`config.mk`:
```
export PLATFORM = sky130hd
export DESIGN_NAME = sbct_divider
export DESIGN_NICKNAME = d
export VERILOG_FILES = /design/src/hw/rtl/sbct_pkg.sv /design/src/hw/rtl/sbct_divider.sv
export SDC_FILE = /design/constraint.sdc
export NUM_CORES = 2
export LEC_CHECK = 0
export BUFFER_PORTS_ARGS = -buffer_cell sky130_fd_sc_hd__buf_2
export CAP_MARGIN = 20
export CORE_MARGIN = 1.5
export CORE_UTILIZATION = 40
export CTS_CLUSTER_SIZE = 14
export DETAILED_ROUTE_END_ITERATION = 8
export HOLD_SLACK_MARGIN = 0.1
export PLACE_DENSITY_LB_ADDON = 0.3
export SLEW_MARGIN = 20
export SYNTH_ARGS = -nofsm -noshare
export SYNTH_HDL_FRONTEND = slang
export SYNTH_MEMORY_MAX_BITS = 65536
export SYNTH_SLANG_ARGS = --single-unit
```
`constraint.sdc`:
```
create_clock -name clk -period 4 [get_ports clk]
set_input_delay 1 -clock clk [delete_from_list [all_inputs] [get_ports clk]]
set_output_delay 1 -clock clk [all_outputs]
set_load 0.01 [all_outputs]
```
`src/hw/rtl/sbct_pkg.sv`:
```
// Shared types, widths and helper functions for the swept box collision time block.
// Used by every module of the block; depends on nothing else.
package sbct_pkg;

	localparam int COORD_FRAC_BITS_DEF = 16;
	localparam int CW = 32;          // coordinate and quotient width
	localparam int GW = CW + 1;      // gap width, never wraps
	localparam int TW = CW + 2;      // axis time width, room for the infinity marks
	localparam int LANES = 4;        // x entry, x exit, y entry, y exit
	localparam int AXES = 2;
	localparam int DIV_STAGES = CW;  // one quotient bit per stage

	localparam int LANE_X_IN  = 0;
	localparam int LANE_X_OUT = 1;
	localparam int LANE_Y_IN  = 2;
	localparam int LANE_Y_OUT = 3;
	localparam int AXIS_X = 0;
	localparam int AXIS_Y = 1;

	localparam logic signed [TW-1:0] T_MAX  = TW'(64'sh0000_0000_7FFF_FFFF);
	localparam logic signed [TW-1:0] T_MIN  = -TW'(64'sh0000_0000_8000_0000);
	localparam logic signed [TW-1:0] T_PINF = TW'(64'sh0000_0001_0000_0000);
	localparam logic signed [TW-1:0] T_NINF = -TW'(64'sh0000_0001_0000_0000);

	localparam logic [1:0] NORM_ZERO = 2'b00;
	localparam logic [1:0] NORM_POS  = 2'b01;
	localparam logic [1:0] NORM_NEG  = 2'b11;

	typedef logic signed [TW-1:0] axis_tm_t;

	typedef struct packed {
		logic [CW-1:0] rem;
		logic [CW-1:0] low;
		logic [CW-1:0] dvs;
		logic          ovf;
	} lane_t;

	typedef struct packed {
		logic neg_in;
		logic neg_out;
		logic gin_neg;
		logic vzero;
	} axis_meta_t;

	// Applies sign and saturation to an unsigned quotient; a still axis gets infinities.
	function automatic axis_tm_t sat_time(input logic [CW-1:0] q, input logic ovf,
			input logic neg, input logic vzero, input logic entry);
		axis_tm_t r;
		if (vzero) begin
			r = entry ? T_NINF : T_PINF;
		end else if (neg) begin
			if (ovf || q > 32'h8000_0000)
				r = T_MIN;
			else
				r = -$signed({2'b00, q});
		end else begin
			if (ovf || q[CW-1])
				r = T_MAX;
			else
				r = $signed({2'b00, q});
		end
		return r;
	endfunction

endpackage

```
`src/hw/rtl/sbct_divider.sv`:
```
// Pipelined restoring divider, one quotient bit per stage, low 32 quotient bits.
// Depends on sbct_pkg; the overflow flag for larger quotients travels alongside.
module sbct_divider (
	input  logic clk,
	input  logic en,
	input  sbct_pkg::lane_t lane_in,
	output logic [sbct_pkg::CW-1:0] quot,
	output logic ovf
);
	import sbct_pkg::*;

	logic [CW-1:0] rem_s  [DIV_STAGES];
	logic [CW-1:0] low_s  [DIV_STAGES];
	logic [CW-1:0] dvs_s  [DIV_STAGES];
	logic [CW-1:0] quot_s [DIV_STAGES];
	logic          ovf_s  [DIV_STAGES];

	for (genvar k = 0; k < DIV_STAGES; k++) begin : g_stage
		logic [CW-1:0] r_prev, l_prev, d_prev, q_prev;
		logic o_prev;
		logic [CW:0] trial;
		logic ge;

		if (k == 0) begin : g_first
			assign r_prev = lane_in.rem;
			assign l_prev = lane_in.low;
			assign d_prev = lane_in.dvs;
			assign q_prev = '0;
			assign o_prev = lane_in.ovf;
		end else begin : g_next
			assign r_prev = rem_s[k-1];
			assign l_prev = low_s[k-1];
			assign d_prev = dvs_s[k-1];
			assign q_prev = quot_s[k-1];
			assign o_prev = ovf_s[k-1];
		end

		assign trial = {r_prev, l_prev[CW-1]};
		assign ge    = (trial >= {1'b0, d_prev});

		always_ff @(posedge clk) begin
			if (en) begin
				rem_s[k]  <= ge ? CW'(trial - {1'b0, d_prev}) : CW'(trial);
				low_s[k]  <= {l_prev[CW-2:0], 1'b0};
				dvs_s[k]  <= d_prev;
				quot_s[k] <= {q_prev[CW-2:0], ge};
				ovf_s[k]  <= o_prev;
			end
		end
	end

	assign quot = quot_s[DIV_STAGES-1];
	assign ovf  = ovf_s[DIV_STAGES-1];

endmodule

```
* After elaboration in Yosys (flattened, before gate mapping)
Memory sizes are Yosys's and may differ from the RTL's. Index checks and enable logic that the tools add are counted.
Storage, ports and cells: bits in registers 0, bits of input ports 99, word-level logic and storage cells 103, memories kept 5, RAM bits 4096, output and inout bits 33
Operators by class: mux-type cells 34, magnitude comparators 32, add/subtract/negate cells 32
Memory list:
- dvs_s | depth 32, width 32, rd ports 31, clocked after memory_dff 0, write ports 32, RTL line sbct_divider.sv:14 | logic [CW-1:0] dvs_s [DIV_STAGES];
- quot_s | depth 32, width 32, rd ports 32, clocked after memory_dff 0, write ports 32, RTL line sbct_divider.sv:15 | logic [CW-1:0] quot_s [DIV_STAGES];
- rem_s | depth 32, width 32, rd ports 31, clocked after memory_dff 0, write ports 32, RTL line sbct_divider.sv:12 | logic [CW-1:0] rem_s [DIV_STAGES];
- low_s | depth 32, width 31, rd ports 31, clocked after memory_dff 0, write ports 32, RTL line sbct_divider.sv:13 | logic [CW-1:0] low_s [DIV_STAGES];
- ovf_s | depth 32, width 1, rd ports 32, clocked after memory_dff 0, write ports 32, RTL line sbct_divider.sv:16 | logic ovf_s [DIV_STAGES];
Operators by type and width (number):
- 33-bit by 32-bit greater-or-equal comparator with 1-bit output | 32
- 32-bit two-way mux | 32
- 32-bit subtractor | 32
- 1-bit two-way mux | 2

* Longest topological paths before layout
An unclocked memory read counts as a cell.
depth in word-level cells 3, depth in mapped cells 16, depth with buffers taken out 14

* Worst setup path before layout
OpenSTA, ideal clock, no wires.
path type input to register, start in lane_in[2] (netlist name), end mem rem_s[0][26] (data pin), data required time 3732 ps, data arrival time 3598 ps, setup slack 134 ps, library setup time 268 ps, stages 14, path buffers 2, path through inv_1 ha_1 nor2b_1 o21ai_0 nand2b_1 a2111oi_0 o31ai_1 a21oi_1 o41ai_1 nand2_1 a22o_1 clkbuf_1 clkbuf_1 o21ai_0
RTL lines:
- start: declaration | RTL line sbct_divider.sv:6 | input sbct_pkg::lane_t lane_in,
- end: declaration | RTL line sbct_divider.sv:12

==> flow_summary_export.csv <==
group,metric,value,unit
die,io_pins,132,
detailed_routing,drtIter0Drc,6873,
sta,final.setup_skew,0.06227,ns
sta,setup_viol,0,
logic_synthesis,ys_ff_latch,3040,
power_and_ir_drop,internal-power,93.48,mW
worst_setup_path,reg2reg_setup_slack,0.16,ns
worst_setup_path,worst_r2r_startpoint,"rem_s[0][35]$_DFFE_PP_",
logic_synthesis,synth.net_count,13810,
logic_synthesis,synth_top_cell_area_share,0.5885,
detailed_routing,drc_violations,0,
sta,slew_violations,0,
die,rows,228,
sta,period_share,0.9597,
sta,grt_setup_unrepaired,"true",
cells_and_area,syn2layout_area_growth,14.54,%
global_route,grt_start_max_net_pins,124,
cells_and_area,num-fill-cells,34790,
worst_setup_path,critical-path-top-delay-family,"compound AO/OA/AOI/OAI gates",
logic_synthesis,main_flop_type_after_synthesis,"sky130_fd_sc_hd__edfxtp_1",
detailed_routing,route.final.wire_length,338600,um
worst_setup_path,timing.reg2reg.worst_path_depth,13,
global_route,gr-usage-all-layers,0.1683,
logic_synthesis,syn_area_per_cell,12.26,um2
die,fp.dieArea,0.3916,mm2
sta,worstMarginPinSlew,0.8062,ns
clock_network,clk_transition_reported_paths,0.05,ns
die,initial_core_util,0.4019,
logic_synthesis,post_synth_num_cell_types,96,
logic_synthesis,synth-edff-count,3040,
place,place.gp.congestion,0.8957,
power_and_ir_drop,clock_power_share,0.216,
place,io_buffer_count,131,
place,post_dp_hpwl,252400,um
worst_setup_path,kind_of_start_point_of_the_critical_path,"register",
place,pre_cts_slack,-0.1191,ns
global_route,grt_use_met3,0.01893,
run_status,status,"finished clean",
sta,post-route-min-period,3.839,ns
logic_synthesis,synth_area,0.1551,mm2
global_route,grt_pass1_vias,93940,
global_route,grt_first_pass_wirelength,525600,um
worst_setup_path,crit_path_max_fanout,15,
die,die_width,625.7,um
worst_setup_path,crit_type,"register to register",
worst_setup_path,cp_data_required_time,4.65,ns
detailed_routing,num_vias,96350,
cells_and_area,final_core_utilization,0.4603,
clock_network,cts_tree,"yes",
hold_path,hold_end,"low_s[0][1]$_DFFE_PP_",
cells_and_area,nNetsFinal,14510,
hold_path,hold-path-cell-count,1,
run,cap_viol_max_count,0,
clock_network,cts_made_buffers,339,
worst_setup_path,reg2reg_to,"rem_s[0][68]$_DFFE_PP_",
die,die_h,625.7,um
logic_synthesis,synth_sequential_area_ratio,0.5885,
sta,final-hold-violation-count,0,
power_and_ir_drop,power_density,815.7,mW/mm2
clock_network,max-clock-path-buffers,4,
cells_and_area,sequential_standard_cell_area,0.09129,mm2
clock_network,worst_skew_pair.late_latency,0.94,ns
sta,slew_headroom,0.4568,
cells_and_area,final_cell_area,0.1777,mm2
worst_setup_path,crit_path_top_delay_cell,"sky130_fd_sc_hd__a221o_1",
die,core_region_area,0.3860,mm2
power_and_ir_drop,flop_pwr_share,0.351,
hold_path,hold_path_startpoint,"lane_in[34]",
power_and_ir_drop,power.share.combinational,0.433,
worst_setup_path,worstPathCellList,"ha_1, a21oi_1, o21ai_0, or3_1, o221ai_1, buf_4, a21oi_1, a221o_1, a31oi_1, o21ai_1, a221oi_4, buf_12, mux2_2",
logic_synthesis,yosys-top-cells-area,"sky130_fd_sc_hd__edfxtp_1 (59%), sky130_fd_sc_hd__ha_1 (8.3%), sky130_fd_sc_hd__inv_1 (3.1%)",
power_and_ir_drop,p_sw_frac,0.3550,
detailed_routing,drt-pass1-iter-count,5,
global_route,grt_use_met1,0.2238,
power_and_ir_drop,leakage,71.47,nW
cells_and_area,layout-drive-gt1-share,0.1220,
worst_setup_path,critical-path-top-cell-by-count,"sky130_fd_sc_hd__a21oi_1",
worst_setup_path,endpoint_kind_of_the_worst_setup_timing_path,"register",
place,detailed_place.area,0.1660,mm2
worst_setup_path,max_stage_delay,0.41,ns
clock_network,cts-root-buf,"sky130_fd_sc_hd__clkbuf_16",
sta,post-route-worst-setup-slack,0.1613,ns
power_and_ir_drop,fin_total_pwr,144.9,mW
global_route,overflow,0,
cells_and_area,multi_input_area,0.05844,mm2
global_route,gr-max-usage-layer,"met2",
clock_network,clkSinkCount,3040,
worst_setup_path,crit_arrival,4.49,ns
power_and_ir_drop,switching_pwr,51.45,mW
logic_synthesis,yosys.area.top_type,"sky130_fd_sc_hd__edfxtp_1",
hold_path,worst_hold_path_type,"input pin to register",
global_route,globalRouteMet2Util,0.2841,
worst_setup_path,critical_path.n_buffers_inverters,2,
clock_network,cts.htree.levels,5,
sta,whs,0.2106,ns
detailed_routing,drt-vias-per-instance,5.124,
detailed_routing,avgRoutedWirePerCell,18.01,um
power_and_ir_drop,max-vdd-ir-drop,0.3988,mV
logic_synthesis,post_synth_inst_count,12660,
logic_synthesis,synth-async-reset-ratio,0,
logic_synthesis,ys_warn_count,0,
detailed_routing,drtAntennaViolNets,0,
global_route,antenna_found_initial,7,
sta,timing_limited_maximum_frequency,260.5,MHz
-- worst reg2reg max path, stage by stage, from the launching register on --
cell	delay, ns
sky130_fd_sc_hd__edfxtp_1	0.40
sky130_fd_sc_hd__ha_1	0.33
sky130_fd_sc_hd__a21oi_1	0.13
sky130_fd_sc_hd__o21ai_0	0.16
sky130_fd_sc_hd__or3_1	0.34
sky130_fd_sc_hd__o221ai_1	0.17
sky130_fd_sc_hd__buf_4	0.15
sky130_fd_sc_hd__a21oi_1	0.12
sky130_fd_sc_hd__a221o_1	0.41
sky130_fd_sc_hd__a31oi_1	0.33
sky130_fd_sc_hd__o21ai_1	0.20
sky130_fd_sc_hd__a221oi_4	0.29
sky130_fd_sc_hd__buf_12	0.20
sky130_fd_sc_hd__mux2_2	0.36
-- cells in the final DEF (no fill, tap or decap), types with 63 or more instances in the layout --
| cell | n |
|---|---|
| sky130_fd_sc_hd__clkinv_1 | 63 |
| sky130_fd_sc_hd__buf_2 | 130 |
| sky130_fd_sc_hd__o21ai_0 | 835 |
| sky130_fd_sc_hd__edfxtp_1 | 3040 |
| sky130_fd_sc_hd__buf_4 | 401 |
| sky130_fd_sc_hd__a31oi_1 | 90 |
| sky130_fd_sc_hd__inv_1 | 1280 |
| sky130_fd_sc_hd__and3_1 | 89 |
| sky130_fd_sc_hd__o21a_1 | 119 |
| sky130_fd_sc_hd__mux2_2 | 379 |
| sky130_fd_sc_hd__nor2b_1 | 159 |
| sky130_fd_sc_hd__nor3_1 | 132 |
| sky130_fd_sc_hd__a211oi_1 | 71 |
| sky130_fd_sc_hd__a21o_1 | 511 |
| sky130_fd_sc_hd__o31ai_1 | 67 |
| sky130_fd_sc_hd__clkbuf_16 | 346 |
| sky130_fd_sc_hd__nand4_1 | 163 |
| sky130_fd_sc_hd__ha_1 | 1019 |
| sky130_fd_sc_hd__xor2_1 | 377 |
| sky130_fd_sc_hd__buf_12 | 85 |
| sky130_fd_sc_hd__xnor2_1 | 470 |
| sky130_fd_sc_hd__nand2_1 | 886 |
| sky130_fd_sc_hd__o21bai_1 | 133 |
| sky130_fd_sc_hd__nor2_1 | 570 |
| sky130_fd_sc_hd__nand3_1 | 162 |
| sky130_fd_sc_hd__a21oi_1 | 885 |
| sky130_fd_sc_hd__nand2b_1 | 144 |
-- sequential cells by signal, summed over array words and instances (netlist names) --
signal and count:
quot_s 528, dvs_s 992, low_s 496, rem_s 992, ovf_s 32
-- power groups by stage --
stage | registers [mW] | logic, mW | clock network (mW)
floorplan | 48.8 | 46.1 | 0
global placement | 51.6 | 61.1 | 0
detailed placement | 51.5 | 61.7 | 0
CTS | 51.0 | 62.3 | 32.4
global route | 51.5 | 69.9 | 33.5
finish | 50.8 | 62.7 | 31.4
-- routing by layer --
metal	up-vias	wire length, um
met2	1767	160700
met4	4	12120
li1	48110	-
met1	45900	153000
met3	567	12770
met5	-	26
-- area by class of cell --
cell class                 instances  share of cell area
multi-input combinational       8071              0.3289
clock buffer                     399             0.04961
clock inverter                   216             0.01352
inverter                        1280             0.02704
timing repair buffer             619             0.03062
sequential                      3040              0.5138
tap                             5175             0.03644
antenna                            5          0.00007042
-- cells by family (layout without fill, tap and decap cells) --
group | count (synthesis) | count (layout) | synth area share
AO/OA/AOI/OAI | 3183 | 3184 | 0.1286
XOR/XNOR | 847 | 847 | 0.04782
adder cells (fa/ha/maj) | 1055 | 1055 | 0.08659
buffers and inverters | 1548 | 2514 | 0.03823
flip-flops | 3040 | 3040 | 0.5885
multiplexers | 445 | 445 | 0.03265
other | 0 | 5 | 0
AND/OR/NAND/NOR | 2540 | 2540 | 0.07758
-- Yosys cell counts, drive strengths merged (14+ instances only) --
cell type / n
o21bai: 133
and2: 52
a31oi: 97
and3: 90
o31ai: 76
nor2: 570
a2111oi: 22
a21boi: 44
a21o: 514
xor2: 377
nor2b: 159
edfxtp: 3040
o21a: 121
nand4: 163
and4: 26
ha: 1024
or4: 18
nand2: 886
o21ai: 866
o2111ai: 15
nor3: 134
a21oi: 895
inv: 1280
nor4: 42
mux2i: 35
a211oi: 76
o22ai: 14
xnor2: 470
nand3: 162
a31o: 19
o31a: 34
clkbuf: 208
or3: 27
o211ai: 40
buf: 59
or2: 32
fa: 31
a311oi: 17
o41ai: 25
mux2: 410
nand2b: 144
a221o: 26
a221oi: 19
a41oi: 21
a211o: 20
-- stage by stage --
stage	cells	setup TNS [ns]
floorplan	12660	0
global route	18800	-0.001957
CTS	18790	0
global placement	18180	-1.260
finish	18810	0
detailed placement	18180	-0.4640
-- worst max path at each step --
stage                                 start                      end  cells past startpoint
floorplan                        lane_in[2]   rem_s[0][26]$_DFFE_PP_                     14
global placement                 lane_in[2]   rem_s[0][29]$_DFFE_PP_                     16
detailed placement              lane_in[64]   rem_s[0][20]$_DFFE_PP_                     17
CTS                 rem_s[0][295]$_DFFE_PP_  rem_s[0][331]$_DFFE_PP_                     12
global route         rem_s[0][64]$_DFFE_PP_   rem_s[0][99]$_DFFE_PP_                     15
finish               rem_s[0][35]$_DFFE_PP_   rem_s[0][68]$_DFFE_PP_                     13
-- timing repair --
action,4_1_cts,5_1_grt
cloned,1,3
resized for setup,2,65
endpoints found under the setup margin,12,412
pin swaps,1,14
buffers inserted,1,5
hold buffers,0,0
(Power assumes the default switching activity.)
