File: src/hw/rtl/sbct_pkg.sv
// Shared types, widths and helper functions for the swept box collision time block.
// Used by every module of the block; depends on nothing else.
package sbct_pkg;

	localparam int COORD_FRAC_BITS_DEF = 16;
	localparam int CW = 32;          // coordinate and quotient width
	localparam int GW = CW + 1;      // gap width, never wraps
	localparam int TW = CW + 2;      // axis time width, room for the infinity marks
	localparam int LANES = 4;        // x entry, x exit, y entry, y exit
	localparam int AXES = 2;
	localparam int DIV_STAGES = CW;  // one quotient bit per stage

	localparam int LANE_X_IN  = 0;
	localparam int LANE_X_OUT = 1;
	localparam int LANE_Y_IN  = 2;
	localparam int LANE_Y_OUT = 3;
	localparam int AXIS_X = 0;
	localparam int AXIS_Y = 1;

	localparam logic signed [TW-1:0] T_MAX  = TW'(64'sh0000_0000_7FFF_FFFF);
	localparam logic signed [TW-1:0] T_MIN  = -TW'(64'sh0000_0000_8000_0000);
	localparam logic signed [TW-1:0] T_PINF = TW'(64'sh0000_0001_0000_0000);
	localparam logic signed [TW-1:0] T_NINF = -TW'(64'sh0000_0001_0000_0000);

	localparam logic [1:0] NORM_ZERO = 2'b00;
	localparam logic [1:0] NORM_POS  = 2'b01;
	localparam logic [1:0] NORM_NEG  = 2'b11;

	typedef logic signed [TW-1:0] axis_tm_t;

	typedef struct packed {
		logic [CW-1:0] rem;
		logic [CW-1:0] low;
		logic [CW-1:0] dvs;
		logic          ovf;
	} lane_t;

	typedef struct packed {
		logic neg_in;
		logic neg_out;
		logic gin_neg;
		logic vzero;
	} axis_meta_t;

	// Applies sign and saturation to an unsigned quotient; a still axis gets infinities.
	function automatic axis_tm_t sat_time(input logic [CW-1:0] q, input logic ovf,
			input logic neg, input logic vzero, input logic entry);
		axis_tm_t r;
		if (vzero) begin
			r = entry ? T_NINF : T_PINF;
		end else if (neg) begin
			if (ovf || q > 32'h8000_0000)
				r = T_MIN;
			else
				r = -$signed({2'b00, q});
		end else begin
			if (ovf || q[CW-1])
				r = T_MAX;
			else
				r = $signed({2'b00, q});
		end
		return r;
	endfunction

endpackage

File: src/hw/rtl/sbct_prep.sv
// Front stages: entry and exit gaps, then divider operands and overflow pre-check.
// Depends on sbct_pkg.
module sbct_prep #(
	parameter int COORD_FRAC_BITS = sbct_pkg::COORD_FRAC_BITS_DEF
) (
	input  logic clk,
	input  logic en,
	input  logic [31:0] moving_left,
	input  logic [31:0] moving_top,
	input  logic [31:0] moving_right,
	input  logic [31:0] moving_bottom,
	input  logic [31:0] step_x,
	input  logic [31:0] step_y,
	input  logic [31:0] fixed_left,
	input  logic [31:0] fixed_top,
	input  logic [31:0] fixed_right,
	input  logic [31:0] fixed_bottom,
	output sbct_pkg::lane_t [sbct_pkg::LANES-1:0] lanes,
	output sbct_pkg::axis_meta_t [sbct_pkg::AXES-1:0] metas
);
	import sbct_pkg::*;

	localparam int DW = GW + COORD_FRAC_BITS;

	logic [GW-1:0] d_flmr, d_frml, d_ftmb, d_fbmt;
	logic [GW-1:0] gap_s1 [LANES];
	logic [CW-1:0] vel_s1 [AXES];
	lane_t [LANES-1:0] lane_s2;
	axis_meta_t [AXES-1:0] meta_s2;
	logic vpos_x, vpos_y;

	assign d_flmr = {fixed_left[31], fixed_left} - {moving_right[31], moving_right};
	assign d_frml = {fixed_right[31], fixed_right} - {moving_left[31], moving_left};
	assign d_ftmb = {fixed_top[31], fixed_top} - {moving_bottom[31], moving_bottom};
	assign d_fbmt = {fixed_bottom[31], fixed_bottom} - {moving_top[31], moving_top};
	assign vpos_x = !step_x[31] && (step_x != '0);
	assign vpos_y = !step_y[31] && (step_y != '0);

	always_ff @(posedge clk) begin
		if (en) begin
			gap_s1[LANE_X_IN]  <= vpos_x ? d_flmr : d_frml;
			gap_s1[LANE_X_OUT] <= vpos_x ? d_frml : d_flmr;
			gap_s1[LANE_Y_IN]  <= vpos_y ? d_ftmb : d_fbmt;
			gap_s1[LANE_Y_OUT] <= vpos_y ? d_fbmt : d_ftmb;
			vel_s1[AXIS_X] <= step_x;
			vel_s1[AXIS_Y] <= step_y;
		end
	end

	for (genvar i = 0; i < LANES; i++) begin : g_lane
		logic [GW-1:0] mag;
		logic [DW-1:0] dvd;
		logic [CW-1:0] hi, vmag, dvs;
		logic vz;

		assign mag  = gap_s1[i][GW-1] ? (GW'(0) - gap_s1[i]) : gap_s1[i];
		assign dvd  = {mag, {COORD_FRAC_BITS{1'b0}}};
		assign hi   = CW'(dvd[DW-1:CW]);
		assign vmag = vel_s1[i/2][CW-1] ? (CW'(0) - vel_s1[i/2]) : vel_s1[i/2];
		assign vz   = (vel_s1[i/2] == '0);
		// A still axis gets a dummy divisor; its quotient is replaced later.
		assign dvs  = vz ? CW'(1) : vmag;

		always_ff @(posedge clk) begin
			if (en) begin
				lane_s2[i].ovf <= (hi >= dvs);
				lane_s2[i].rem <= (hi >= dvs) ? '0 : hi;
				lane_s2[i].low <= dvd[CW-1:0];
				lane_s2[i].dvs <= dvs;
			end
		end
	end

	for (genvar a = 0; a < AXES; a++) begin : g_axis
		always_ff @(posedge clk) begin
			if (en) begin
				meta_s2[a].neg_in  <= gap_s1[2*a][GW-1] ^ vel_s1[a][CW-1];
				meta_s2[a].neg_out <= gap_s1[2*a+1][GW-1] ^ vel_s1[a][CW-1];
				meta_s2[a].gin_neg <= gap_s1[2*a][GW-1];
				meta_s2[a].vzero   <= (vel_s1[a] == '0);
			end
		end
	end

	assign lanes = lane_s2;
	assign metas = meta_s2;

endmodule

File: config.mk
export PLATFORM = sky130hd
export DESIGN_NAME = sbct_prep
export DESIGN_NICKNAME = d
export VERILOG_FILES = /design/src/hw/rtl/sbct_pkg.sv /design/src/hw/rtl/sbct_prep.sv
export SDC_FILE = /design/constraint.sdc
export NUM_CORES = 1
export LEC_CHECK = 0
export ABC_AREA = 1
export BUFFER_PORTS_ARGS = -buffer_cell sky130_fd_sc_hd__buf_2
export CAP_MARGIN = 40
export CORE_AREA = 5 5 280 282
export DETAILED_ROUTE_END_ITERATION = 12
export DIE_AREA = 0 0 285 287
export GPL_TIMING_DRIVEN = 0
export HOLD_SLACK_MARGIN = 0.05
export SLEW_MARGIN = 0
export SYNTH_ARGS = -nofsm -noshare
export SYNTH_HDL_FRONTEND = slang
export SYNTH_SLANG_ARGS = --single-unit
File: constraint.sdc
create_clock -name clk -period 7.3 [get_ports clk]
set_input_delay 0 -clock clk [delete_from_list [all_inputs] [get_ports clk]]
set_output_delay 0 -clock clk [all_outputs]
set_load 0.05 [all_outputs]
Word level (Yosys, flattened, before mapping). Memory sizes are Yosys's and may differ from the RTL's. Cells that the tools add are included.

Div/mod/pow operators: 0. $add $sub $neg: 10. $mul: 0. Order comparisons: 4. Shifts and indexed selects: 0. Bitwise logic cells: 4. Mux-type cells: 14. Reductions and logical operators: 8. Eq/ne operators: 0.

Operator list (number): $mux W33 (8); $sub A1 B33 Y33 const A (4); $sub A32 B32 Y33 (4); $ge A17 B32 Y1 (4); $mux W32 (4); $logic_not A32 Y1 (2); $reduce_bool A32 Y1 (2); $sub A1 B32 Y32 const A (2); $xor A1 B1 Y1 (4); $logic_and A1 B1 Y1 (2); $logic_not A1 Y1 (2); $mux W1 (2).

RAM bits: 196. Memories: 2. Bits of input ports: 322. Output and inout bits: 396. Bits in read-only memories: 0. Bits in latches: 0. Bits in registers: 268.

Memories: gap_s1 (depth 4, bits a word 33, read ports 4, clocked after memory_dff 0, write ports 4, RTL line sbct_prep.sv:26) `logic [GW-1:0] gap_s1 [LANES];`; vel_s1 (depth 2, bits a word 32, read ports 2, clocked after memory_dff 0, write ports 2, RTL line sbct_prep.sv:27) `logic [CW-1:0] vel_s1 [AXES];`.

Logic depth before layout (Yosys ltp). Gate-level depths: netlist (run 1). An unclocked memory read counts as a cell.

Depth after elaboration: 5. Gate-level depth with buffers: 27. Mapped depth without buffers: 26.

Worst setup path before layout (run 1). Ideal clock, no wire load.

Kind: reg-to-reg. Start: mem gap_s1[3][0] (netlist bit). End: reg lane_s2, in the netlist lanes[366] (data pin). Library setup time: 265 ps. Stages on the path, launching flop included: 25. Required time: 7035 ps. Path slack: 4090 ps. Data arrival time: 2945 ps. Clock period less this slack: 3210 ps. Buffers on the path: 1. Cells stage by stage: edfxtp_1 inv_1 ha_1 nand3_1 or2_2 nor3_1 nand2_1 nor2_1 nand3_1 nand2_1 or2_2 nand2_1 ha_1 nand2_1 o21ai_0 nand2_1 nand3_1 nand2_1 nand3_1 nand2_1 nand2_1 nand3_2 nor2_8 buf_12 nor2_4.

RTL lines: from (decl) (RTL line sbct_prep.sv:26); to (decl) (RTL line sbct_prep.sv:28) `lane_t [LANES-1:0] lane_s2;`.

==> report_table.html, run 1 <==
<table>
<tr><th>Metric</th><th>Value</th></tr>
<tr><th colspan="2">Timing</th></tr>
<tr><td>Setup tns final</td><td>0 ns</td></tr>
<tr><td>Ratio of final minimum period to clock period</td><td>0.559</td></tr>
<tr><td>Worst slew margin relative to its limit</td><td>0.339</td></tr>
<tr><td>Achievable clock frequency</td><td>0.245 GHz</td></tr>
<tr><td>Slew Viols, Final</td><td>0</td></tr>
<tr><td>RSZ-0062 raised after global routing</td><td>false</td></tr>
<tr><td>Minimum clock period after layout</td><td>4.08 ns</td></tr>
<tr><td>Worst-margin pin slew</td><td>0.982 ns</td></tr>
<tr><td>Max Clock Skew</td><td>0.0191 ns</td></tr>
<tr><td>Final Hold Viols</td><td>0</td></tr>
<tr><td>Final number of setup-violating endpoints</td><td>0</td></tr>
<tr><th colspan="2">Clocking</th></tr>
<tr><td>Clock sinks</td><td>404</td></tr>
<tr><td>Clk pin slew, worst setup/hold paths</td><td>0.06 ns</td></tr>
<tr><td>Number of setup buffers added after CTS</td><td>0</td></tr>
<tr><td>Number of buffers on the longest clock path</td><td>3</td></tr>
<tr><td>Post_cts resized</td><td>0</td></tr>
<tr><td>Number of buffers added by the clock tree synthesis step</td><td>42</td></tr>
<tr><td>Master cell of the clock root buffer</td><td>clkbuf_16</td></tr>
<tr><td>CTS H-tree depth</td><td>2</td></tr>
<tr><td>TritonCTS clock tree</td><td>done</td></tr>
<tr><td>Insertion delay to the later sink of the worst-skew pair</td><td>0.57 ns</td></tr>
<tr><td>Number of hold buffers added after cts</td><td>75</td></tr>
<tr><th colspan="2">Worst setup path</th></tr>
<tr><td>CP Data Required Time</td><td>7.61 ns</td></tr>
<tr><td>Crit end category</td><td>register</td></tr>
<tr><td>Type of the setup path with the least slack</td><td>reg2reg</td></tr>
<tr><td>Arr. time, crit path</td><td>4.39 ns</td></tr>
<tr><td>Number of cell instances on the worst register-to-register path</td><td>21</td></tr>
<tr><td>Startpoint type of the worst setup path</td><td>register</td></tr>
<tr><td>Largest driver fanout on the critical path</td><td>10</td></tr>
<tr><th colspan="2">Routing</th></tr>
<tr><td>Routed wirelength normalized by instance count</td><td>18.7 µm</td></tr>
<tr><td>Sum of routed wire length over all layers</td><td>109000 µm</td></tr>
<tr><td>Initial DRC Count</td><td>1933</td></tr>
<tr><td>Vias</td><td>29159</td></tr>
<tr><td>Count of unresolved DRC violations after routing</td><td>0</td></tr>
<tr><td>Vias per cell</td><td>5.02</td></tr>
<tr><td>Final ANT Viol Nets</td><td>0</td></tr>
<tr><td>Detailed-router iteration count before antenna repair</td><td>6</td></tr>
<tr><th colspan="2">Power</th></tr>
<tr><td>Clock power frac</td><td>0.252</td></tr>
<tr><td>Switching Power</td><td>3.57 mW</td></tr>
<tr><td>Power Internal</td><td>5.31 mW</td></tr>
<tr><td>Part of the power in registers</td><td>0.359</td></tr>
<tr><td>Fraction of power spent switching nets</td><td>0.402</td></tr>
<tr><td>Static leakage</td><td>18.6 nW</td></tr>
<tr><td>Power share of the combinational group</td><td>0.389</td></tr>
<tr><td>Worst vdd rail ir drop</td><td>149 µV</td></tr>
<tr><td>Areal power density over the cells</td><td>231 nW/µm²</td></tr>
<tr><th colspan="2">Place</th></tr>
<tr><td># placed instances</td><td>5654</td></tr>
<tr><td>DP Wirelength</td><td>92400 µm</td></tr>
<tr><td>GP Congestion</td><td>0.952</td></tr>
<tr><td>IO buf count</td><td>593</td></tr>
<tr><th colspan="2">Cells and area</th></tr>
<tr><td>Net count of the finished layout</td><td>5323</td></tr>
<tr><td>Fraction of final layout cells with drive strength greater than 1</td><td>0.213</td></tr>
<tr><td>Area added between synthesis and finish</td><td>22.0%</td></tr>
<tr><td>Number of non-filler instances in the completed layout</td><td>5810</td></tr>
<tr><th colspan="2">GRT</th></tr>
<tr><td>Initial antenna violation count</td><td>8</td></tr>
<tr><td>Gr usage total</td><td>0.255</td></tr>
<tr><td>GRT overflow</td><td>0</td></tr>
<tr><td>Via count of the first global-routing pass</td><td>28626</td></tr>
<tr><td>First-pass GRT wire length</td><td>163000 µm</td></tr>
<tr><td>Maximum number of pins on one net before global-route repair</td><td>120</td></tr>
<tr><th colspan="2">Outcome</th></tr>
<tr><td>Run status</td><td>finished, final reports clean</td></tr>
<tr><th colspan="2">Flow run</th></tr>
<tr><td>Number of maximum-capacitance violations</td><td>0</td></tr>
<tr><th colspan="2">Logic synthesis</th></tr>
<tr><td>Avg Inst Size Synth</td><td>7.97 µm²</td></tr>
<tr><td>Synth Warn #</td><td>0</td></tr>
<tr><td>Gate count after technology mapping</td><td>3956</td></tr>
<tr><td>Number of flip-flops and latches in the synthesized netlist</td><td>404</td></tr>
<tr><td>Sequential share of the synthesized area</td><td>0.385</td></tr>
<tr><td>Combined area of all synthesized cells</td><td>31500 µm²</td></tr>
<tr><td>Count of cell types in the netlist</td><td>54</td></tr>
<tr><th colspan="2">Floorplanning</th></tr>
<tr><td>Floorplan core area</td><td>75400 µm²</td></tr>
<tr><td>Die boundary width</td><td>285 µm</td></tr>
<tr><td>Die height</td><td>287 µm</td></tr>
<tr><td>Top-level I/O count</td><td>718</td></tr>
<tr><td>Effective utilization at floorplan</td><td>0.418</td></tr>
<tr><td># rows</td><td>101</td></tr>
<tr><td>Full die area</td><td>81800 µm²</td></tr>
<tr><th colspan="2">Worst hold path</th></tr>
<tr><td>Class of the most critical hold timing path</td><td>in2reg</td></tr>
<tr><td>Hold path depth</td><td>3</td></tr>
</table>
flip-flops by register name (all words and copies together), names as in the netlist:
signal / cells
lanes: 200
gap_s1: 132
vel_s1: 64
metas: 8
power by group through the flow:
stage	Clock [mW]	Combinational (mW)	Sequential, mW
CTS	2.28	3.44	3.19
global route	2.39	3.76	3.22
finish	2.24	3.45	3.19
global placement	0	3.36	3.26
detailed placement	0	3.39	3.24
floorplan	0	1.85	3.72
cell usage in the layout, fill, tap and decap left out, drive strengths merged, types with 4 or more instances in the layout:
master       netlist  layout
o21ai            255     255
a211oi            13      13
nand3b            37      37
or2               30      30
nor3              66      66
o21a              11      11
ha               202     202
o211ai            16      16
dlygate4sd3        0      75
clkinv             3      22
conb               1     124
bufinv             0       7
diode              0       4
o31ai              7       7
nand3            261     261
nand4             57      57
nand2            884     884
nor2             392     392
a21oi            200     200
fa                 4       4
nor4              44      44
buf              201     798
o211a              6       6
clkbuf            40      88
xnor2             54      54
inv              571     574
a31oi             15      15
a21boi             8       8
o21bai             7       7
a21o              11      11
xor2             147     147
edfxtp           404     404
kinds of logic after synthesis:
kind of cell	count (synthesis)	share of synthesized area
buffers and inverters	815	0.121
AOI/OAI and AO/OA	554	0.0961
and+or+nand+nor	1775	0.259
DFF	404	0.385
xor gates and xnor gates	201	0.0558
adders and majority gates	206	0.0827
other	1	0.000119
cell usage after synthesis, drive strengths merged:
master / n / area (µm²)
a211oi: 13 / 97.6
a21boi: 8 / 60.1
a21o: 11 / 82.6
a21oi: 200 / 1000
a31o: 1 / 8.76
a31oi: 15 / 93.8
and3: 3 / 18.8
buf: 201 / 1520
clkbuf: 40 / 150
clkinv: 3 / 11.3
conb: 1 / 3.75
edfxtp: 404 / 12100
fa: 4 / 80.1
ha: 202 / 2530
inv: 571 / 2140
nand2: 884 / 3420
nand3: 261 / 1390
nand3b: 37 / 278
nand4: 57 / 399
nor2: 392 / 1830
nor3: 66 / 350
nor3b: 1 / 7.51
nor4: 44 / 282
o2111ai: 3 / 26.3
o211a: 6 / 60.1
o211ai: 16 / 120
o21a: 11 / 82.6
o21ai: 255 / 1280
o21bai: 7 / 52.6
o31ai: 7 / 52.6
o41ai: 1 / 8.76
or2: 30 / 190
xnor2: 54 / 473
xor2: 147 / 1290
critical path, stage by stage (launching register included):
cell and delay (ns):
edfxtp_1 0.41, inv_1 0.09, ha_1 0.17, nand4_1 0.18
nor2_1 0.23, nand4_1 0.20, nor2_1 0.23, and3_1 0.22
nor2_1 0.06, xnor2_1 0.47, inv_1 0.10, ha_1 0.29
nand2_1 0.05, nor3_1 0.16, nand2_1 0.08, nand3_1 0.13
nand2_1 0.07, nand2_1 0.10, nand3_2 0.12, nor2_8 0.22
buf_12 0.20, nor2_4 0.03
final timing paths:
kind,startpoint,endpoint,slack [ns]
max reg2reg,gap_s1[2][0]$_DFFE_PP_,lanes[270]$_SDFFCE_PP0P_,3.22
min reg2reg,gap_s1[1][0]$_DFFE_PP_,lanes[146]$_DFFE_PP_,0.46
min,moving_bottom[1],gap_s1[2][1]$_DFFE_PP_,0.08
max,gap_s1[2][0]$_DFFE_PP_,lanes[270]$_SDFFCE_PP0P_,3.22
metrics by stage:
stage	utilization	hold slack, ns	cell area, µm²	worst slack [ns]	power [mW]
CTS	0.510	0.0566	38500	3.22	8.91
floorplan	-	0.0989	32000	4.09	5.57
global route	0.510	0.0994	38500	2.94	9.38
detailed placement	0.481	0.194	36300	3.24	6.63
finish	0.510	0.0806	38500	3.22	8.88
global placement	0.479	0.194	36200	0.315	6.62
layer usage:
layer	GRT usage	vias up	routed length, µm
met4	0.0882	2	3920
li1	-	14561	-
met3	0.0453	177	7610
met2	0.434	1059	51200
met5	0	-	10
met1	0.330	13360	46100
cell type report:
| class | instances | area, µm² |
|---|---|---|
| Sequential cell | 404 | 12100 |
| Tap cell | 978 | 1220 |
| Antenna cell | 4 | 10.0 |
| Timing Repair Buffer | 672 | 3820 |
| Fill cell | 7460 | 37000 |
| Clock inverter | 29 | 333 |
| Clock buffer | 48 | 1090 |
| Multi-Input combinational cell | 2860 | 16000 |
| Buffer | 241 | 1670 |
| Inverter | 574 | 2150 |
Note: power is estimated with default switching activity, not from simulation.
==> inputs of run 2 (changes only) <==
--- a/config.mk
+++ b/config.mk
@@ -5,12 +5,12 @@
 export SDC_FILE = /design/constraint.sdc
 export NUM_CORES = 1
 export LEC_CHECK = 0
-export ABC_AREA = 1
+export ABC_AREA = 0
 export BUFFER_PORTS_ARGS = -buffer_cell sky130_fd_sc_hd__buf_2
 export CAP_MARGIN = 40
-export CORE_AREA = 5 5 280 282
+export CORE_AREA = 5 5 277 279
 export DETAILED_ROUTE_END_ITERATION = 12
-export DIE_AREA = 0 0 285 287
+export DIE_AREA = 0 0 282 284
 export GPL_TIMING_DRIVEN = 0
 export HOLD_SLACK_MARGIN = 0.05
 export SLEW_MARGIN = 0
==> constraint.sdc (replaced) <==
create_clock -name clk -period 3.5 [get_ports clk]
set_input_delay 0 -clock clk [delete_from_list [all_inputs] [get_ports clk]]
set_output_delay 0 -clock clk [all_outputs]
set_load 0.05 [all_outputs]
==> run 2 against run 1 <==
Net effect:
- combinational power is 110% higher
- utilization is 0.52 points lower
- register-to-register slack lost 4.4 ns
- flip-flop and latch count unchanged
- sequential share of layout area up 0.97 points
- non-clock buffer count increased by 95
- die area fell by 2.1%
- critical path depth is 4 lower
- design area shrank 3.0%
- critical path type unchanged
- first-iteration DRC count shrank 15%
- largest cell class unchanged
- the flow now finishes with violations (negative setup slack)
- sequential power is 110% higher
- synthesized cell count fell by 27%
==> report_table.html, run 2 <==
<table>
<tr><th>Metric</th><th>Value</th></tr>
<tr><th colspan="2">Outcome</th></tr>
<tr><td>Run status</td><td>complete, but fails checks</td></tr>
<tr><td>Failing checks</td><td>negative setup slack</td></tr>
<tr><th colspan="2">Worst setup path</th></tr>
<tr><td>Slowest CP cell</td><td>or4_4</td></tr>
<tr><td>CP max stage delay</td><td>0.55 ns</td></tr>
<tr><td>CP Data Required Time</td><td>3.91 ns</td></tr>
<tr><td>Arr. time, crit path</td><td>5.13 ns</td></tr>
<tr><td>Largest driver fanout on the critical path</td><td>6</td></tr>
<tr><td>Crit end category</td><td>register</td></tr>
<tr><td>Type of the setup path with the least slack</td><td>reg2reg</td></tr>
<tr><td>Startpoint type of the worst setup path</td><td>register</td></tr>
<tr><td>Library cell appearing most often on the critical path</td><td>a21o_1</td></tr>
<tr><td>Sequence of cells on the critical path</td><td>or4_4 &gt; or4_4 &gt; nand2b_4 &gt; or3_4 &gt; nand2b_4 &gt; o31ai_4 &gt; xnor2_2 &gt; ha_1 &gt; a21o_1 &gt; a21o_1 &gt; a21o_1 &gt; a21o_1 &gt; or4_4 &gt; a311oi_4 &gt; nor2_4 &gt; buf_8 &gt; a21boi_2</td></tr>
<tr><th colspan="2">Routing</th></tr>
<tr><td>Vias</td><td>24695</td></tr>
<tr><td>Vias per cell</td><td>5.14</td></tr>
<tr><td>Uppermost metal layer occupied by signal nets</td><td>met5</td></tr>
<tr><td>Sum of met3 wire segment lengths after detailed routing</td><td>6610 µm</td></tr>
<tr><td>Detailed-router iteration count before antenna repair</td><td>6</td></tr>
<tr><td>Met1 WL</td><td>43200 µm</td></tr>
<tr><td>Count of unresolved DRC violations after routing</td><td>0</td></tr>
<tr><td>Wire length on met2</td><td>46300 µm</td></tr>
<tr><td>Routed wirelength normalized by instance count</td><td>20.5 µm</td></tr>
<tr><td>Initial DRC Count</td><td>1638</td></tr>
<tr><td>Sum of routed wire length over all layers</td><td>98500 µm</td></tr>
<tr><td>Final ANT Viol Nets</td><td>0</td></tr>
<tr><th colspan="2">Clocking</th></tr>
<tr><td>Number of buffers on the longest clock path</td><td>3</td></tr>
<tr><td>CTS H-tree depth</td><td>2</td></tr>
<tr><td>Master cell of the clock root buffer</td><td>clkbuf_16</td></tr>
<tr><td>Insertion delay to the later sink of the worst-skew pair</td><td>0.58 ns</td></tr>
<tr><td>Clk pin slew, worst setup/hold paths</td><td>0.06 ns</td></tr>
<tr><td>Clock sinks</td><td>404</td></tr>
<tr><td>TritonCTS clock tree</td><td>done</td></tr>
<tr><td>Number of buffers added by the clock tree synthesis step</td><td>45</td></tr>
<tr><th colspan="2">GRT</th></tr>
<tr><td>First-pass GRT wire length</td><td>145000 µm</td></tr>
<tr><td>Initial antenna violation count</td><td>17</td></tr>
<tr><td>Maximum number of pins on one net before global-route repair</td><td>132</td></tr>
<tr><td>Gr usage total</td><td>0.235</td></tr>
<tr><td>GRT overflow</td><td>0</td></tr>
<tr><td>Via count of the first global-routing pass</td><td>24193</td></tr>
<tr><th colspan="2">Logic synthesis</th></tr>
<tr><td>Count of cell types in the netlist</td><td>79</td></tr>
<tr><td>Combined area of all synthesized cells</td><td>29000 µm²</td></tr>
<tr><td>Post-synthesis cell type with the largest combined area</td><td>edfxtp_1</td></tr>
<tr><td>Synth async-reset ratio</td><td>0</td></tr>
<tr><td>Top-area cell type share of the netlist area</td><td>0.419</td></tr>
<tr><td>Post-synthesis compound-gate area fraction</td><td>0.166</td></tr>
<tr><td>Simple-gate portion of the synthesized area</td><td>0.130</td></tr>
<tr><td>Most repeated cell in the gate-level netlist after synthesis</td><td>edfxtp_1</td></tr>
<tr><td>Number of flip-flops and latches in the synthesized netlist</td><td>404</td></tr>
<tr><td>Synth Area in XOR/XNOR</td><td>0.0816</td></tr>
<tr><td>Synth area leaders</td><td>edfxtp_1 42%, ha_1 8.7%, xnor2_1 5.7%</td></tr>
<tr><td>Share of synthesized cell area in full adder, half adder and majority cells</td><td>0.0900</td></tr>
<tr><td>Avg Inst Size Synth</td><td>10.0 µm²</td></tr>
<tr><td>Gate count after technology mapping</td><td>2885</td></tr>
<tr><td>Synth Warn #</td><td>0</td></tr>
<tr><td>Number of enable flip-flop cells after synthesis</td><td>404</td></tr>
<tr><td>Multiplexer share of the synthesized area</td><td>0.0281</td></tr>
<tr><td>Sequential share of the synthesized area</td><td>0.419</td></tr>
<tr><td>Commonest cells in the synthesized netlist</td><td>404 x edfxtp_1, 234 x nand2_1, 202 x ha_1, 202 x inv_1, 188 x buf_4</td></tr>
<tr><td>Dominant combinational cell family by area after synthesis</td><td>compound AO/OA/AOI/OAI gates</td></tr>
<tr><td>Primary flip-flop cell chosen by synthesis mapping</td><td>edfxtp_1</td></tr>
<tr><th colspan="2">Floorplanning</th></tr>
<tr><td>Floorplan core area</td><td>73900 µm²</td></tr>
<tr><td>Die height</td><td>284 µm</td></tr>
<tr><td>Die boundary width</td><td>282 µm</td></tr>
<tr><td>Full die area</td><td>80100 µm²</td></tr>
<tr><td># rows</td><td>100</td></tr>
<tr><td>Top-level I/O count</td><td>718</td></tr>
<tr><td>Effective utilization at floorplan</td><td>0.392</td></tr>
<tr><th colspan="2">Timing</th></tr>
<tr><td>RSZ-0062 raised after global routing</td><td>true</td></tr>
<tr><td>Final Hold Viols</td><td>0</td></tr>
<tr><td>Max Clock Skew</td><td>0.0192 ns</td></tr>
<tr><td>Minimum clock period after layout</td><td>4.71 ns</td></tr>
<tr><td>Final number of setup-violating endpoints</td><td>72</td></tr>
<tr><td>Ratio of final minimum period to clock period</td><td>1.35</td></tr>
<tr><td>Achievable clock frequency</td><td>0.212 GHz</td></tr>
<tr><td>Worst slew margin relative to its limit</td><td>0.469</td></tr>
<tr><td>Setup tns final</td><td>-61.84 ns</td></tr>
<tr><td>Worst-margin pin slew</td><td>0.776 ns</td></tr>
<tr><td>Crit path setup slack, layout</td><td>-1.21 ns</td></tr>
<tr><td>Slew Viols, Final</td><td>0</td></tr>
<tr><th colspan="2">Flow run</th></tr>
<tr><td>Number of maximum-capacitance violations</td><td>0</td></tr>
<tr><th colspan="2">Cells and area</th></tr>
<tr><td>Area added between synthesis and finish</td><td>28.8%</td></tr>
<tr><td>Number of non-filler instances in the completed layout</td><td>4805</td></tr>
<tr><td>Max FFs per register</td><td>200</td></tr>
<tr><td>Net count of the finished layout</td><td>4324</td></tr>
<tr><td>Fraction of final layout cells with drive strength greater than 1</td><td>0.289</td></tr>
<tr><td>Commonest cells after routing, fill and taps aside</td><td>595 x buf_2, 404 x edfxtp_1, 234 x nand2_1</td></tr>
<tr><td>Most common cell after layout, fill and taps aside</td><td>buf_2</td></tr>
<tr><td>Post-route cell area</td><td>37300 µm²</td></tr>
<tr><th colspan="2">Place</th></tr>
<tr><td>Placed Area</td><td>34000 µm²</td></tr>
<tr><td>GP Congestion</td><td>0.934</td></tr>
<tr><td># placed instances</td><td>4578</td></tr>
<tr><td>IO buf count</td><td>593</td></tr>
<tr><td>DP Wirelength</td><td>81100 µm</td></tr>
<tr><th colspan="2">Worst hold path</th></tr>
<tr><td>Class of the most critical hold timing path</td><td>in2reg</td></tr>
<tr><th colspan="2">Power</th></tr>
<tr><td>Worst vdd rail ir drop</td><td>331 µV</td></tr>
<tr><td>Total power</td><td>18.8 mW</td></tr>
<tr><td>Areal power density over the cells</td><td>503 nW/µm²</td></tr>
<tr><td>Static leakage</td><td>16.4 nW</td></tr>
</table>
## run 2: cell count changes in the layout (fill, tap and decap cells not counted), moves of 41 or more
| cell | change |
|---|---|
| a21oi_1 | -75 |
| a21boi_2 | +41 |
| nor2_1 | -215 |
| buf_4 | +43 |
| a21o_1 | +64 |
| xnor2_1 | +128 |
| mux2_2 | +43 |
| nand3_1 | -205 |
| nand2b_1 | +42 |
| o31ai_1 | +48 |
| nand2_1 | -615 |
| xor2_1 | -65 |
| o21ai_0 | -68 |
| inv_1 | -340 |
## run 2: worst paths after layout
kind	startpoint	cells past startpoint	endpoint	slack, ns
hold / removal	fixed_left[28]	4	gap_s1[1][28]$_DFFE_PP_	0.09
setup / recovery	gap_s1[2][4]$_DFFE_PP_	17	lanes[269]$_SDFFCE_PP0P_	-1.21
setup reg to reg	gap_s1[2][4]$_DFFE_PP_	17	lanes[269]$_SDFFCE_PP0P_	-1.21
hold reg to reg	gap_s1[0][32]$_DFFE_PP_	0	metas[1]$_DFFE_PP_	0.47
## run 2: repair_timing
| action | CTS | global route |
|---|---|---|
| cloned | 3 | 0 |
| hold buffers | 89 | 0 |
| pin swaps | 44 | 18 |
| setup buffers | 39 | 9 |
| endpoints found under the hold margin | 147 | 0 |
| setup endpoints to repair | 72 | 83 |
| gates resized for setup | 109 | 34 |
## run 2: final cells by class
type	instances	area [µm²]
Inverter	202	758
Antenna cell	6	15.0
Tap cell	969	1210
Clock buffer	55	1180
Timing Repair Buffer	741	4410
Clock inverter	26	223
Multi-Input combinational cell	2135	15600
Fill cell	6830	36600
Sequential cell	404	12100
Buffer	267	1790
## run 2: report_power, final
group	switching (mW)	internal [mW]	leakage, nW
Sequential	0.523	6.28	3.96
Clock	1.96	2.63	0.688
Combinational	4.78	2.59	11.8
## run 2: worst max-delay path: cells and delay by family, from the launching register on
kind | cells | cell delay [ns]
adders and majority gates | 1 | 0.28
buffers and inverters | 1 | 0.15
DFF | 1 | 0.40
and+or+nand+nor | 7 | 2.26
AOI/OAI and AO/OA | 7 | 1.32
xor gates and xnor gates | 1 | 0.17
## run 2: routing by layer
layer	global-route usage	vias to the layer above
li1	-	12127
met1	0.318	11589
met2	0.391	821
met3	0.0455	146
met4	0.0550	12
met5	0	-
## run 2: per-stage QoR
step / hold WS [ns] / util / worst slack, ns
4_1_cts: 0.0535 / 0.502 / -1.38
3_5_place_dp: 0.195 / 0.460 / -1.67
6_report: 0.0934 / 0.505 / -1.21
5_1_grt: 0.117 / 0.504 / -1.38
3_3_place_gp: 0.195 / 0.458 / -3.57
2_1_floorplan: 0.0989 / - / -1.04
## run 2: kinds of logic (layout without fill, tap and decap cells)
group	after synthesis	after routing
buffers and inverters	469	1291
AOI/OAI and AO/OA	719	719
and+or+nand+nor	740	740
DFF	404	404
other	1	130
adders and majority gates	206	206
xor gates and xnor gates	270	270
muxes	76	76
==> inputs of run 3 (changes only) <==
==> constraint.sdc (replaced) <==
create_clock -name clk -period 3.5 [get_ports clk]
set_input_delay 0.7 -clock clk [delete_from_list [all_inputs] [get_ports clk]]
set_output_delay 0.7 -clock clk [all_outputs]
set_load 0.05 [all_outputs]
==> run 3 against run 2 <==
Net effect:
- the run still ends with negative setup slack left
- count of clock-buffer cells in the layout unchanged
- cell count down 1.9%
- routed wire length down 0.68%
- non-clock buffer count shrank 91
- critical path depth stayed put
- utilization down 1.2 points
- die area stayed put
- sequential share of layout area grew 0.78 points
- flip-flop and latch count unchanged
- first-iteration DRC count down 3.5%
- total power decreased by 0.43%
- register-to-register slack about the same
- critical endpoint unchanged
- largest cell class unchanged
- highest routed layer unchanged
==> report_table.html, run 3 (same netlist as run 2, synthesis figures left out) <==
<table>
<tr><th>Metric</th><th>Value</th></tr>
<tr><th colspan="2">Routing</th></tr>
<tr><td>Final ANT Viol Nets</td><td>0</td></tr>
<tr><td>Vias per cell</td><td>5.15</td></tr>
<tr><td>Detailed-router iteration count before antenna repair</td><td>8</td></tr>
<tr><td>Routed wirelength normalized by instance count</td><td>20.8 µm</td></tr>
<tr><td>Vias</td><td>24287</td></tr>
<tr><td>Count of unresolved DRC violations after routing</td><td>0</td></tr>
<tr><td>Initial DRC Count</td><td>1580</td></tr>
<tr><td>Sum of routed wire length over all layers</td><td>97900 µm</td></tr>
<tr><th colspan="2">Clocking</th></tr>
<tr><td>Master cell of the clock root buffer</td><td>clkbuf_16</td></tr>
<tr><td>CTS H-tree depth</td><td>2</td></tr>
<tr><td>Insertion delay to the later sink of the worst-skew pair</td><td>0.58 ns</td></tr>
<tr><td>Number of buffers added by the clock tree synthesis step</td><td>45</td></tr>
<tr><td>Clk pin slew, worst setup/hold paths</td><td>0.06 ns</td></tr>
<tr><td>Number of buffers on the longest clock path</td><td>3</td></tr>
<tr><td>TritonCTS clock tree</td><td>done</td></tr>
<tr><td>Number of hold buffers added after cts</td><td>0</td></tr>
<tr><td>Clock sinks</td><td>404</td></tr>
<tr><th colspan="2">Timing</th></tr>
<tr><td>Minimum clock period after layout</td><td>4.71 ns</td></tr>
<tr><td>Worst slew margin relative to its limit</td><td>0.456</td></tr>
<tr><td>Slew Viols, Final</td><td>0</td></tr>
<tr><td>Final number of setup-violating endpoints</td><td>72</td></tr>
<tr><td>Worst-margin pin slew</td><td>0.795 ns</td></tr>
<tr><td>Achievable clock frequency</td><td>0.212 GHz</td></tr>
<tr><td>Max Clock Skew</td><td>0.0225 ns</td></tr>
<tr><td>Setup tns final</td><td>-61.27 ns</td></tr>
<tr><td>Final Hold Viols</td><td>0</td></tr>
<tr><td>Ratio of final minimum period to clock period</td><td>1.35</td></tr>
<tr><td>Crit path setup slack, layout</td><td>-1.21 ns</td></tr>
<tr><td>RSZ-0062 raised after global routing</td><td>true</td></tr>
<tr><th colspan="2">Worst hold path</th></tr>
<tr><td>Class of the most critical hold timing path</td><td>in2reg</td></tr>
<tr><td>Critical hold path startpoint</td><td>step_y[19]</td></tr>
<tr><th colspan="2">GRT</th></tr>
<tr><td>Initial antenna violation count</td><td>16</td></tr>
<tr><td>Maximum number of pins on one net before global-route repair</td><td>132</td></tr>
<tr><td>Via count of the first global-routing pass</td><td>23705</td></tr>
<tr><td>First-pass GRT wire length</td><td>143000 µm</td></tr>
<tr><td>GRT overflow</td><td>0</td></tr>
<tr><td>Gr usage total</td><td>0.233</td></tr>
<tr><th colspan="2">Power</th></tr>
<tr><td>Part of the power in registers</td><td>0.364</td></tr>
<tr><td>Static leakage</td><td>16.1 nW</td></tr>
<tr><td>Fraction of power spent switching nets</td><td>0.388</td></tr>
<tr><td>Power Internal</td><td>11.4 mW</td></tr>
<tr><td>Worst vdd rail ir drop</td><td>332 µV</td></tr>
<tr><td>Clock power frac</td><td>0.246</td></tr>
<tr><td>Switching Power</td><td>7.26 mW</td></tr>
<tr><td>Areal power density over the cells</td><td>513 nW/µm²</td></tr>
<tr><td>Power share of the combinational group</td><td>0.389</td></tr>
<tr><th colspan="2">Cells and area</th></tr>
<tr><td>Final Core Density</td><td>0.493</td></tr>
<tr><td>Fraction of final layout cells with drive strength greater than 1</td><td>0.297</td></tr>
<tr><td>Area added between synthesis and finish</td><td>25.8%</td></tr>
<tr><td>Most common cell after layout, fill and taps aside</td><td>buf_2</td></tr>
<tr><td># fillers</td><td>6912</td></tr>
<tr><td>Post-route cell area</td><td>36400 µm²</td></tr>
<tr><td>Max FFs per register</td><td>200</td></tr>
<tr><td>Net count of the finished layout</td><td>4233</td></tr>
<tr><td>Commonest cells after routing, fill and taps aside</td><td>595 x buf_2, 404 x edfxtp_1, 234 x nand2_1</td></tr>
<tr><th colspan="2">Worst setup path</th></tr>
<tr><td>Reg2Reg Setup Slack</td><td>-1.21 ns</td></tr>
<tr><td>Largest driver fanout on the critical path</td><td>6</td></tr>
<tr><td>Startpoint type of the worst setup path</td><td>register</td></tr>
<tr><td>CP Data Required Time</td><td>3.91 ns</td></tr>
<tr><td>Crit end category</td><td>register</td></tr>
<tr><td>Type of the setup path with the least slack</td><td>reg2reg</td></tr>
<tr><td>Setup crit start</td><td>gap_s1[2][4]$_DFFE_PP_</td></tr>
<tr><td>Reg-to-reg critical path startpoint</td><td>gap_s1[2][4]$_DFFE_PP_</td></tr>
<tr><td>Arr. time, crit path</td><td>5.13 ns</td></tr>
<tr><th colspan="2">Floorplanning</th></tr>
<tr><td>Full die area</td><td>80100 µm²</td></tr>
<tr><td>Top-level I/O count</td><td>718</td></tr>
<tr><td>Die boundary width</td><td>282 µm</td></tr>
<tr><td>Die height</td><td>284 µm</td></tr>
<tr><td>Effective utilization at floorplan</td><td>0.392</td></tr>
<tr><td>Floorplan core area</td><td>73900 µm²</td></tr>
<tr><td># rows</td><td>100</td></tr>
<tr><th colspan="2">Place</th></tr>
<tr><td>Pre-CTS worst setup slack</td><td>-1.67 ns</td></tr>
<tr><td>IO buf count</td><td>593</td></tr>
<tr><td>Placed Area</td><td>34000 µm²</td></tr>
<tr><td>GP Congestion</td><td>0.934</td></tr>
<tr><td>DP Wirelength</td><td>81100 µm</td></tr>
<tr><th colspan="2">Outcome</th></tr>
<tr><td>Failing checks</td><td>negative setup slack</td></tr>
<tr><td>Run status</td><td>complete, but fails checks</td></tr>
<tr><th colspan="2">Flow run</th></tr>
<tr><td>Number of maximum-capacitance violations</td><td>0</td></tr>
</table>
[run 3: worst paths after layout]
kind,end,depth (start not counted)
worst max-delay path,lanes[269]$_SDFFCE_PP0P_,17
worst min-delay path,vel_s1[0][51]$_DFFE_PP_,1
worst max register to register,lanes[269]$_SDFFCE_PP0P_,17
worst min register to register,metas[1]$_DFFE_PP_,0
[run 3: area by class of cell]
cell class	count	area, µm²	area share
timing repair buffer	652	3520	0.0967
sequential	404	12100	0.333
antenna	6	15.0	0.000412
clock buffer	55	1180	0.0325
clock inverter	26	223	0.00611
inverter	202	758	0.0208
buffer	265	1790	0.0490
multi-input combinational	2135	15600	0.428
tap	969	1210	0.0333
[run 3: worst max-delay path: stages (launching register included)]
cell and delay [ns]:
edfxtp_1 0.40, or4_4 0.55, or4_4 0.50, nand2b_4 0.16, or3_4 0.34, nand2b_4 0.16, buf_4 0.15, buf_4 0.12
o21ai_0 0.21, xnor2_1 0.23, ha_1 0.32, a21o_1 0.16, a21o_1 0.17, or4_4 0.43, a311oi_4 0.27, nor2_4 0.12
buf_8 0.15, a21boi_2 0.12
[run 3: per-stage QoR]
step	power, mW	cells	hold slack [ns]
6_report	18.7	4714	0.316
5_1_grt	19.6	4709	0.291
4_1_cts	18.7	4701	0.278
3_5_place_dp	13.7	4578	0.467
3_3_place_gp	13.7	4570	0.459
2_1_floorplan	11.7	3008	0.424
[run 3: per-layer routing]
layer / global-route usage / part of all wire
met1: 0.317 / 0.44
met2: 0.384 / 0.47
met3: 0.0451 / 0.070
met4: 0.0558 / 0.026
met5: 0 / 0.00064
[run 3: power groups by stage]
stage / combinational [mW] / sequential [mW] / clock, mW
4_1_cts: 7.19 / 6.80 / 4.70
6_report: 7.28 / 6.80 / 4.60
2_1_floorplan: 3.71 / 7.95 / 0
3_5_place_dp: 6.83 / 6.89 / 0
5_1_grt: 7.85 / 6.87 / 4.90
3_3_place_gp: 6.77 / 6.95 / 0
[run 3: timing repair]
| item | 4_1_cts | 5_1_grt |
|---|---|---|
| setup endpoints to repair | 80 | 86 |
| endpoints found under the hold margin | 0 | 0 |
| setup buffers | 39 | 9 |
| gates resized for setup | 111 | 41 |
| gates cloned | 3 | 0 |
| pin swaps | 44 | 20 |
